==> config.mk <==
export PLATFORM = sky130hd
export DESIGN_NAME = mgt_front
export DESIGN_NICKNAME = d
export VERILOG_FILES = /design/src/hdl/mgt_pkg.sv /design/src/hdl/mgt_front.sv
export SDC_FILE = /design/constraint.sdc
export NUM_CORES = 1
export LEC_CHECK = 0
export BUFFER_PORTS_ARGS = -buffer_cell sky130_fd_sc_hd__buf_4
export CAP_MARGIN = 20
export CORE_AREA = 3 3 40 42
export DETAILED_ROUTE_END_ITERATION = 6
export DIE_AREA = 0 0 43 45
export PLACE_DENSITY_LB_ADDON = 0.08
export SLEW_MARGIN = 40
export SYNTH_ARGS = -nofsm -noshare
export SYNTH_HDL_FRONTEND = slang
export SYNTH_SLANG_ARGS = --single-unit
==> constraint.sdc <==
create_clock -name vclk -period 1.7
set_clock_uncertainty 0.15 [all_clocks]
set_input_delay 0 -clock vclk [all_inputs]
set_output_delay 0 -clock vclk [all_outputs]
set_load 0.05 [all_outputs]
==> src/hdl/mgt_pkg.sv <==
`default_nettype none

package mgt_pkg;

   // Default size of the position range.
   localparam int POSITIONS_DEFAULT = 4096;

   // Fixed field widths of the channels.
   localparam int POS_W  = 12;
   localparam int GAP_W  = 13;
   localparam int OP_W   = 2;
   localparam int STAT_W = 2;

   localparam logic [GAP_W-1:0] SPAN_RESET = 13'd4096;

   // Bitmaps are stored and searched one 64-bit word at a time.
   localparam int WORD_BITS = 64;
   localparam int WB        = 6;

   // Opcodes of the request channel.
   localparam logic [OP_W-1:0] OP_INSERT = 2'd0;
   localparam logic [OP_W-1:0] OP_REMOVE = 2'd1;
   localparam logic [OP_W-1:0] OP_REPORT = 2'd2;

   // Status codes of the response channel.
   localparam logic [STAT_W-1:0] ST_OK      = 2'd0;
   localparam logic [STAT_W-1:0] ST_PRESENT = 2'd1;
   localparam logic [STAT_W-1:0] ST_ABSENT  = 2'd2;
   localparam logic [STAT_W-1:0] ST_RANGE   = 2'd3;

   typedef enum logic [1:0] {
      KIND_INSERT,
      KIND_REMOVE,
      KIND_REPORT,
      KIND_RANGE
   } kind_type;

   typedef struct packed {
      kind_type             kind;
      logic [POS_W-1:0]     pos;
   } item_type;

   // Index of the highest set bit (zero when the word is empty).
   function automatic logic [WB-1:0] hi_bit(input logic [WORD_BITS-1:0] d);
      logic [WB-1:0] r;
      r = '0;
      for (int i = 0; i < WORD_BITS; i++) begin
         if (d[i]) r = WB'(i);
      end
      return r;
   endfunction

   // Index of the lowest set bit (zero when the word is empty).
   function automatic logic [WB-1:0] lo_bit(input logic [WORD_BITS-1:0] d);
      logic [WB-1:0] r;
      r = '0;
      for (int i = WORD_BITS - 1; i >= 0; i--) begin
         if (d[i]) r = WB'(i);
      end
      return r;
   endfunction

endpackage

`default_nettype wire

==> src/hdl/mgt_front.sv <==
`default_nettype none

module mgt_front #(
   parameter int LW = 13
) (
   input  wire                           hold,
   input  wire  [LW-1:0]                 eff_width,
   input  wire                           in_valid,
   output logic                          in_ready,
   input  wire  [mgt_pkg::OP_W-1:0]      in_opcode,
   input  wire  [mgt_pkg::POS_W-1:0]     in_pos,
   output logic                          q_valid,
   input  wire                           q_ready,
   output mgt_pkg::item_type             q_item
);
   import mgt_pkg::*;

   logic out_of_span;

   // Boundaries themselves and anything at or past the right end are rejected.
   assign out_of_span = (in_pos == '0) || (32'(in_pos) >= 32'(eff_width));

   assign in_ready = q_ready && !hold;
   assign q_valid  = in_valid && !hold;

   always_comb begin
      q_item.pos = in_pos;
      unique case (in_opcode)
         OP_INSERT: q_item.kind = out_of_span ? KIND_RANGE : KIND_INSERT;
         OP_REMOVE: q_item.kind = out_of_span ? KIND_RANGE : KIND_REMOVE;
         default:   q_item.kind = KIND_REPORT;
      endcase
   end

endmodule

`default_nettype wire

==> results by group <==
Job
  – Maxcap violations: 0

Critical path
  – CP Launch Type: primary input
  – Critical path's largest stage delay: 370 ps
  – Critical path arrival: 1500 ps
  – Worst-path cell chain: buf_4, inv_1, ha_4, nand2b_4, a2111o_1, a31o_1, a311o_1, buf_6
  – Crit-path slowest cell: a2111o_1
  – CP required: 1550 ps
  – Type of the worst setup path: primary input to primary output
  – Crit. End Element: primary output
  – CP Max Fanout: 2

Final layout
  – FF/Latch Area: 0 µm²
  – Layout cells sized above 1: 53.9%
  – Final net count: 146
  – Clock buffers: 0
  – Synth-to-Final Area Change: 69.1%
  – Final Instance Area: 821 µm²
  – FF+latch count: 0
  – Ant. Diodes: 0

Die
  – Die ar.: 1940 µm²
  – DIE HEIGHT: 45 µm
  – Std-Cell Rows: 13
  – IO Pins: 46
  – Initial cell density of the core: 37.8%
  – Core footprint: 1280 µm²
  – Die W: 43 µm

Global route
  – Global-route wire length before repair: 1.95 mm
  – Largest net degree at the start of global routing: 4
  – Antenna violations before repair: 0
  – Total GRT Usage: 12.0%
  – Vias in the first global route: 530
  – Congestion Overflow GR: 0

Logic synthesis
  – Sequential area share after synthesis: 0%
  – Top cells by count, synth: inv_1, buf_4, ha_1, a21oi_1, nor4_1
  – Post-Syn Area: 485 µm²
  – Net Count, Synth: 109
  – Post-synthesis cell count: 67
  – Synth top area cells: ha_1, buf_4, inv_1
  – Yosys top cell by area: ha_1
  – Yosys warning count: 0
  – Top-count cell post-synth: inv_1
  – Syn avg cell area: 7.25 µm²
  – Synth unique cells: 24
  – Yosys top cell area share: 30.9%

Placement
  – Placed instance area: 773 µm²
  – DP Wirelength: 1.09 mm
  – Port buffer count: 46
  – Final Wtd Congestion: 0.686

Timing
  – Hold slack: 127 ps
  – Min Tclk post-route: 1650 ps
  – Worst rel slew slack: 75.3%
  – RSZ-0062 raised after global routing: yes
  – Max-slew violations: 0
  – Fin crit share: 97.3%
  – Measured slew at the worst slew-check pin: 365 ps
  – Final setup fails: 0
  – Maximum operating frequency: 605 MHz
  – Final hold vios: 0

Pwr
  – VDD IR max: 0.172 mV
  – Leakage power: 0.466 nW
  – Pwr dens: 334 nW/µm²

Route
  – Starting DRT DRC Count: 6
  – Pre-antenna DRT Iters: 4
  – WL per Instance: 10.7 µm
  – DRC: 0
  – Via-to-Cell Ratio: 4.90
  – Routed Antenna Nets: 0
  – Drt total wl: 1.25 mm
  – Vias: 573

Status
  – Outcome: finished clean

Worst hold path
  – Worst hold path depth: 2
  – Worst min path class: primary input to primary output

Clocking
  – CTS Hold Bufs: 0
## path summary, 6_finish.rpt
check | endpoint | start
setup / recovery | q_item[13] | in_pos[0]
hold / removal | q_item[3] | in_pos[3]
## cells by family (layout without fill, tap and decap cells)
group / after synthesis / after routing / share of synthesized area [%]
simple gates: 17 / 17 / 21.7
fa+ha+maj: 12 / 12 / 30.9
compound gates: 13 / 13 / 18.8
buf+inv: 25 / 60 / 28.6
## area by class of cell
type	instances	area, µm²
well taps	15	18.8
multi-input cells	42	393
repair buffers	47	360
inverters	13	48.8
fillers	117	464
## cell usage in the layout, fill, tap and decap left out, types with 2 or more instances in the layout
cell	n
inv_1	13
buf_6	2
nor4_1	3
nor2_1	2
ha_1	11
nor3_1	2
a21oi_1	2
buf_4	45
a21oi_2	3
nor2b_1	2
## report_power, final
group	leakage, nW	total [W]	switching, W	internal [W]
sequential	0	0	0	0
combinational	0.466	0.000274	0.000150	0.000124
clock	0	0	0	0
total	0.466	0.000274	0.000150	0.000124
## per-stage QoR
| stage | total power [W] | worst slack [ps] | cells | TNS [ps] | utilization, % |
|---|---|---|---|---|---|
| final | 0.000274 | 46.6 | 117 | 0 | 63.9 |
| after floorplan | 0.000168 | 37.4 | 67 | 0 | - |
| after global routing | 0.000300 | -24.0 | 117 | -47.0 | 63.9 |
| after detailed placement | 0.000254 | -104 | 117 | -104 | 60.2 |
| after global placement | 0.000252 | -95.2 | 117 | -95.2 | 60.2 |
| after CTS | 0.000257 | 34.4 | 117 | 0 | 60.5 |
## metal layers
metal / vias up / global-route usage (%) / wire (µm)
li1: 298 / - / -
met2: 32 / 24.6 / 669
met5: - / 0 / 0
met4: 0 / 0 / 0
met3: 0 / 0.797 / 140
met1: 243 / 14.5 / 440
## what timing repair did
item                                    CTS  global route
setup buffers                             0             0
pin swaps                                 3             0
endpoints found under the hold margin     0             0
resized for setup                         1             8
endpoints found under the setup margin    1             2
## worst max-delay path: cells and delay by family
family,cells,cell delay (ps)
AO/OA/AOI/OAI,3,830
adder cells (fa/ha/maj),1,200
buffers and inverters,3,350
AND/OR/NAND/NOR,1,130
Power figures use the tool's default switching activity.
