### src/hdl/mgt_pkg.sv
`default_nettype none

package mgt_pkg;

   // Default size of the position range.
   localparam int POSITIONS_DEFAULT = 4096;

   // Fixed field widths of the channels.
   localparam int POS_W  = 12;
   localparam int GAP_W  = 13;
   localparam int OP_W   = 2;
   localparam int STAT_W = 2;

   localparam logic [GAP_W-1:0] SPAN_RESET = 13'd4096;

   // Bitmaps are stored and searched one 64-bit word at a time.
   localparam int WORD_BITS = 64;
   localparam int WB        = 6;

   // Opcodes of the request channel.
   localparam logic [OP_W-1:0] OP_INSERT = 2'd0;
   localparam logic [OP_W-1:0] OP_REMOVE = 2'd1;
   localparam logic [OP_W-1:0] OP_REPORT = 2'd2;

   // Status codes of the response channel.
   localparam logic [STAT_W-1:0] ST_OK      = 2'd0;
   localparam logic [STAT_W-1:0] ST_PRESENT = 2'd1;
   localparam logic [STAT_W-1:0] ST_ABSENT  = 2'd2;
   localparam logic [STAT_W-1:0] ST_RANGE   = 2'd3;

   typedef enum logic [1:0] {
      KIND_INSERT,
      KIND_REMOVE,
      KIND_REPORT,
      KIND_RANGE
   } kind_type;

   typedef struct packed {
      kind_type             kind;
      logic [POS_W-1:0]     pos;
   } item_type;

   // Index of the highest set bit (zero when the word is empty).
   function automatic logic [WB-1:0] hi_bit(input logic [WORD_BITS-1:0] d);
      logic [WB-1:0] r;
      r = '0;
      for (int i = 0; i < WORD_BITS; i++) begin
         if (d[i]) r = WB'(i);
      end
      return r;
   endfunction

   // Index of the lowest set bit (zero when the word is empty).
   function automatic logic [WB-1:0] lo_bit(input logic [WORD_BITS-1:0] d);
      logic [WB-1:0] r;
      r = '0;
      for (int i = WORD_BITS - 1; i >= 0; i--) begin
         if (d[i]) r = WB'(i);
      end
      return r;
   endfunction

endpackage

`default_nettype wire

### src/hdl/mgt_queue.sv
`default_nettype none

module mgt_queue (
   input  wire               clock,
   input  wire               reset,
   input  wire               in_valid,
   output logic              in_ready,
   input  wire mgt_pkg::item_type in_item,
   output logic              out_valid,
   input  wire               out_ready,
   output mgt_pkg::item_type out_item
);
   import mgt_pkg::*;

   item_type   slot_ff [2];
   logic       wr_ptr_ff;
   logic       rd_ptr_ff;
   logic [1:0] count_ff;
   logic       push;
   logic       pop;

   assign in_ready  = (count_ff != 2'd2);
   assign out_valid = (count_ff != 2'd0);
   assign out_item  = slot_ff[rd_ptr_ff];
   assign push      = in_valid && in_ready;
   assign pop       = out_valid && out_ready;

   always_ff @(posedge clock) begin
      if (push) slot_ff[wr_ptr_ff] <= in_item;
   end

   always_ff @(posedge clock) begin
      if (reset) begin
         wr_ptr_ff <= 1'b0;
         rd_ptr_ff <= 1'b0;
         count_ff  <= 2'd0;
      end else begin
         if (push) wr_ptr_ff <= ~wr_ptr_ff;
         if (pop)  rd_ptr_ff <= ~rd_ptr_ff;
         count_ff <= count_ff + {1'b0, push} - {1'b0, pop};
      end
   end

endmodule

`default_nettype wire

### config.mk
export PLATFORM = sky130hd
export DESIGN_NAME = mgt_queue
export DESIGN_NICKNAME = d
export VERILOG_FILES = /design/src/hdl/mgt_pkg.sv /design/src/hdl/mgt_queue.sv
export SDC_FILE = /design/constraint.sdc
export NUM_CORES = 1
export LEC_CHECK = 0
export BUFFER_PORTS_ARGS = -buffer_cell sky130_fd_sc_hd__buf_4
export CAP_MARGIN = 15
export CELL_PAD_IN_SITES_DETAIL_PLACEMENT = 1
export CELL_PAD_IN_SITES_GLOBAL_PLACEMENT = 2
export CORE_UTILIZATION = 36
export CTS_CLUSTER_DIAMETER = 120
export DETAILED_ROUTE_END_ITERATION = 12
export GPL_TIMING_DRIVEN = 0
export HOLD_SLACK_MARGIN = 0.1
export PLACE_DENSITY_LB_ADDON = 0.1
export REMOVE_ABC_BUFFERS = 1
export SETUP_SLACK_MARGIN = 0.15
export SYNTH_ARGS = -nofsm -noshare
export SYNTH_HDL_FRONTEND = slang
export SYNTH_SLANG_ARGS = --single-unit
### constraint.sdc
create_clock -name clock -period 2.1 [get_ports clock]
set_clock_uncertainty 0.1 [all_clocks]
set_input_delay 0 -clock clock [delete_from_list [all_inputs] [get_ports clock]]
set_output_delay 0 -clock clock [all_outputs]
set_load 0.01 [all_outputs]
==> results_dict.tcl <==
set metrics [dict create \
    status "finished clean" \
    root_buffer "clkbuf_4" \
    cts.sinks 33 \
    numPortBuffers 33 \
    timing.rr.end "slot_ff[0][7]" \
    reg2reg_from "count_ff[0]" \
    clk_path_buf_depth 2 \
    utilization_pct 53.45 \
    yosysTopAreaCell "edfxtp_1" \
    drv_cap 0 \
    yosys.area.top_type_share_pct 65.43 \
    grtUsageTotal_pct 13.99 \
    use_met1_pct 13.53 \
    crit_chain "nand2b_2 -> nand2_2 -> nor2_1 -> buf_6" \
    cts_buffers 5 \
    worstSetupPathType "register to register" \
    finalHoldViolCount 0 \
    vias 753 \
    fp.dieH_um 61.75 \
    clk_latency_ns 0.33 \
    worst-path-max-fanout 8 \
    rows 21 \
    final_common_cell "buf_4" \
    finalWirelength_um 2287 \
    layout_common_cells "buf_4, edfxtp_1, dlygate4sd3_1, mux2_4" \
    dr.pass1.iters 3 \
    slowest_stage "nor2_1" \
    fmax_ghz 0.5738 \
    rrSetupSlack_ns 0.36 \
    grt_pass1_vias 756 \
    drive_above_1_share_pct 44.00 \
    nNetsFinal 144 \
    finalMaxSlewViolations 0 \
    wl_per_cell_um 13.37 \
    timing.final.crit_share_pct 83.00 \
    antenna_cells 0 \
    gr-usage-met2_pct 24.42 \
    hpwlAfterDp_um 1502 \
    ys_warn_count 0 \
    crit_arrival_ns 1.69 \
    syn_to_final_growth_pct 40.99 \
    synthesis.area_sq_um 1285 \
    start_kind "register" \
    grt_pass1_wl_um 3415 \
    syn_inst 67 \
    die-area_sq_um 3812 \
    syn-mean-instance-area_sq_um 19.18 \
    drc 0 \
    gr-max-usage-layer "met2" \
    slew_headroom_pct 54.60 \
    tightest_slew_ns 0.6810 \
    final_antenna_net_count 0 \
    rr_worst_depth 4 \
    end_kind "register" \
    ys_seq_area_share_pct 73.22 \
    clkTransAtPathRegs_ns 0.10 \
    pin_count 34 \
    slowest_delay_ns 0.49 \
    peakVddDrop_uv 637.8 \
    setup_violations 0 \
    placed_cell_area_sq_um 1590 \
    setup_tns_ns 0 \
    initial_core_util_pct 37.91 \
    antenna_found_initial 0 \
    leakage_nw 0.7301 \
    core_sq_um 3390 \
    vias_per_cell 4.404 \
    period_needed_ns 1.743 \
    min_path_cells 2 \
    hold_start "in_item[0]" \
    design_power_total_mw 1.822 \
    place_congestion 0.6126 \
    met3_usage_pct 6.211 \
    grt_max_degree 15 \
    rsz0062_at_grt "no" \
    ys_types 16 \
    whs_endpoint "slot_ff[1][0]" \
    pwr_density_cell_nw_per_um2 1005 \
    ys_ff_latch 33 \
    cts_tree "yes" \
    grt_overflow_total 0 \
    drt_iter0_drc 10 \
    stdcell_area_sq_um 1812 \
    die_w_um 61.75 \
    synth_area_leaders "edfxtp_1, mux2_4, dfxtp_1" \
    hp-class "input port to register" \
    crit_required_ns 2.05 \
    htree_levels 2 \
    postCtsSetupBuffers 0 \
]
-- cell type report --
| type | count | area (sq um) |
|---|---|---|
| Fill cell | 330 | 1578 |
| Sequential cell | 33 | 942.2 |
| Timing Repair Buffer | 51 | 429.2 |
| Multi-Input combinational cell | 32 | 329.1 |
| Tap cell | 46 | 57.56 |
| Clock buffer | 5 | 37.54 |
| Clock inverter | 3 | 12.51 |
| Inverter | 1 | 3.754 |
-- report_power, final --
group	internal, mW	switching [mW]
Clock	0.121	0.204
Combinational	0.353	0.224
Sequential	0.831	0.0887
Total	1.30	0.517
-- cells in the mapped netlist (all sizes together) --
library cell,count
xnor2,2
nor2,5
edfxtp,28
ha,2
buf,1
nand2b,1
o21a,1
nor2b,2
xor2,1
dfxtp,5
and3,1
inv,1
or2,1
nand2,1
mux2,15
-- worst max-delay path, delay by kind of cell (launching register included) --
family | cells | cell delay, ns
buffers and inverters | 1 | 0.24
and+or+nand+nor | 3 | 0.74
DFF | 1 | 0.38
-- per-stage QoR --
| step | cells | setup WS (ns) | hold WS (ns) |
|---|---|---|---|
| after floorplan | 66 | 0.4109 | -0.02839 |
| after global placement | 145 | 0.02390 | 0.08440 |
| after detailed placement | 146 | 0.3200 | 0.08767 |
| after CTS | 171 | 0.1563 | 0.2657 |
| after global routing | 171 | 0.2170 | 0.2568 |
| final | 171 | 0.3571 | 0.2888 |
-- registers in the layout, indices dropped and copies added (netlist names), named ones only --
register   flops
slot_ff       28
count_ff       2
rd_ptr_ff      1
wr_ptr_ff      1
-- layer usage --
layer	up-vias	routed length, um
li1	364	-
met5	-	0
met1	359	863
met2	24	1246
met4	0	55
met3	6	122
-- cells by family (layout without fill, tap and decap cells) --
family,Yosys count,count (layout),share of synthesized area (%)
DFF,33,33,73.22
muxes,15,15,16.36
and+or+nand+nor,11,11,4.577
xor gates and xnor gates,3,3,2.045
adders and majority gates,2,2,1.947
buffers and inverters,2,60,1.168
AOI/OAI and AO/OA,1,1,0.6817
-- worst max-delay path by stage --
stage | start | to | slack [ns] | cells after the start
3_5_place_dp | count_ff[0] | slot_ff[0][7] | 0.32 | 4
2_1_floorplan | count_ff[0] | slot_ff[0][0] | 0.41 | 3
6_report | count_ff[0] | slot_ff[0][7] | 0.36 | 4
5_1_grt | count_ff[0] | slot_ff[0][13] | 0.22 | 4
4_1_cts | register | out_item[0] | 0.16 | 2
3_3_place_gp | count_ff[0] | slot_ff[0][6] | 0.02 | 3
-- repair_timing --
action                                  4_1_cts  5_1_grt
gates resized for setup                       0        1
endpoints found under the setup margin        0        4
hold buffers                                 17        0
endpoints found under the hold margin        33        0
(Power assumes the default switching activity.)
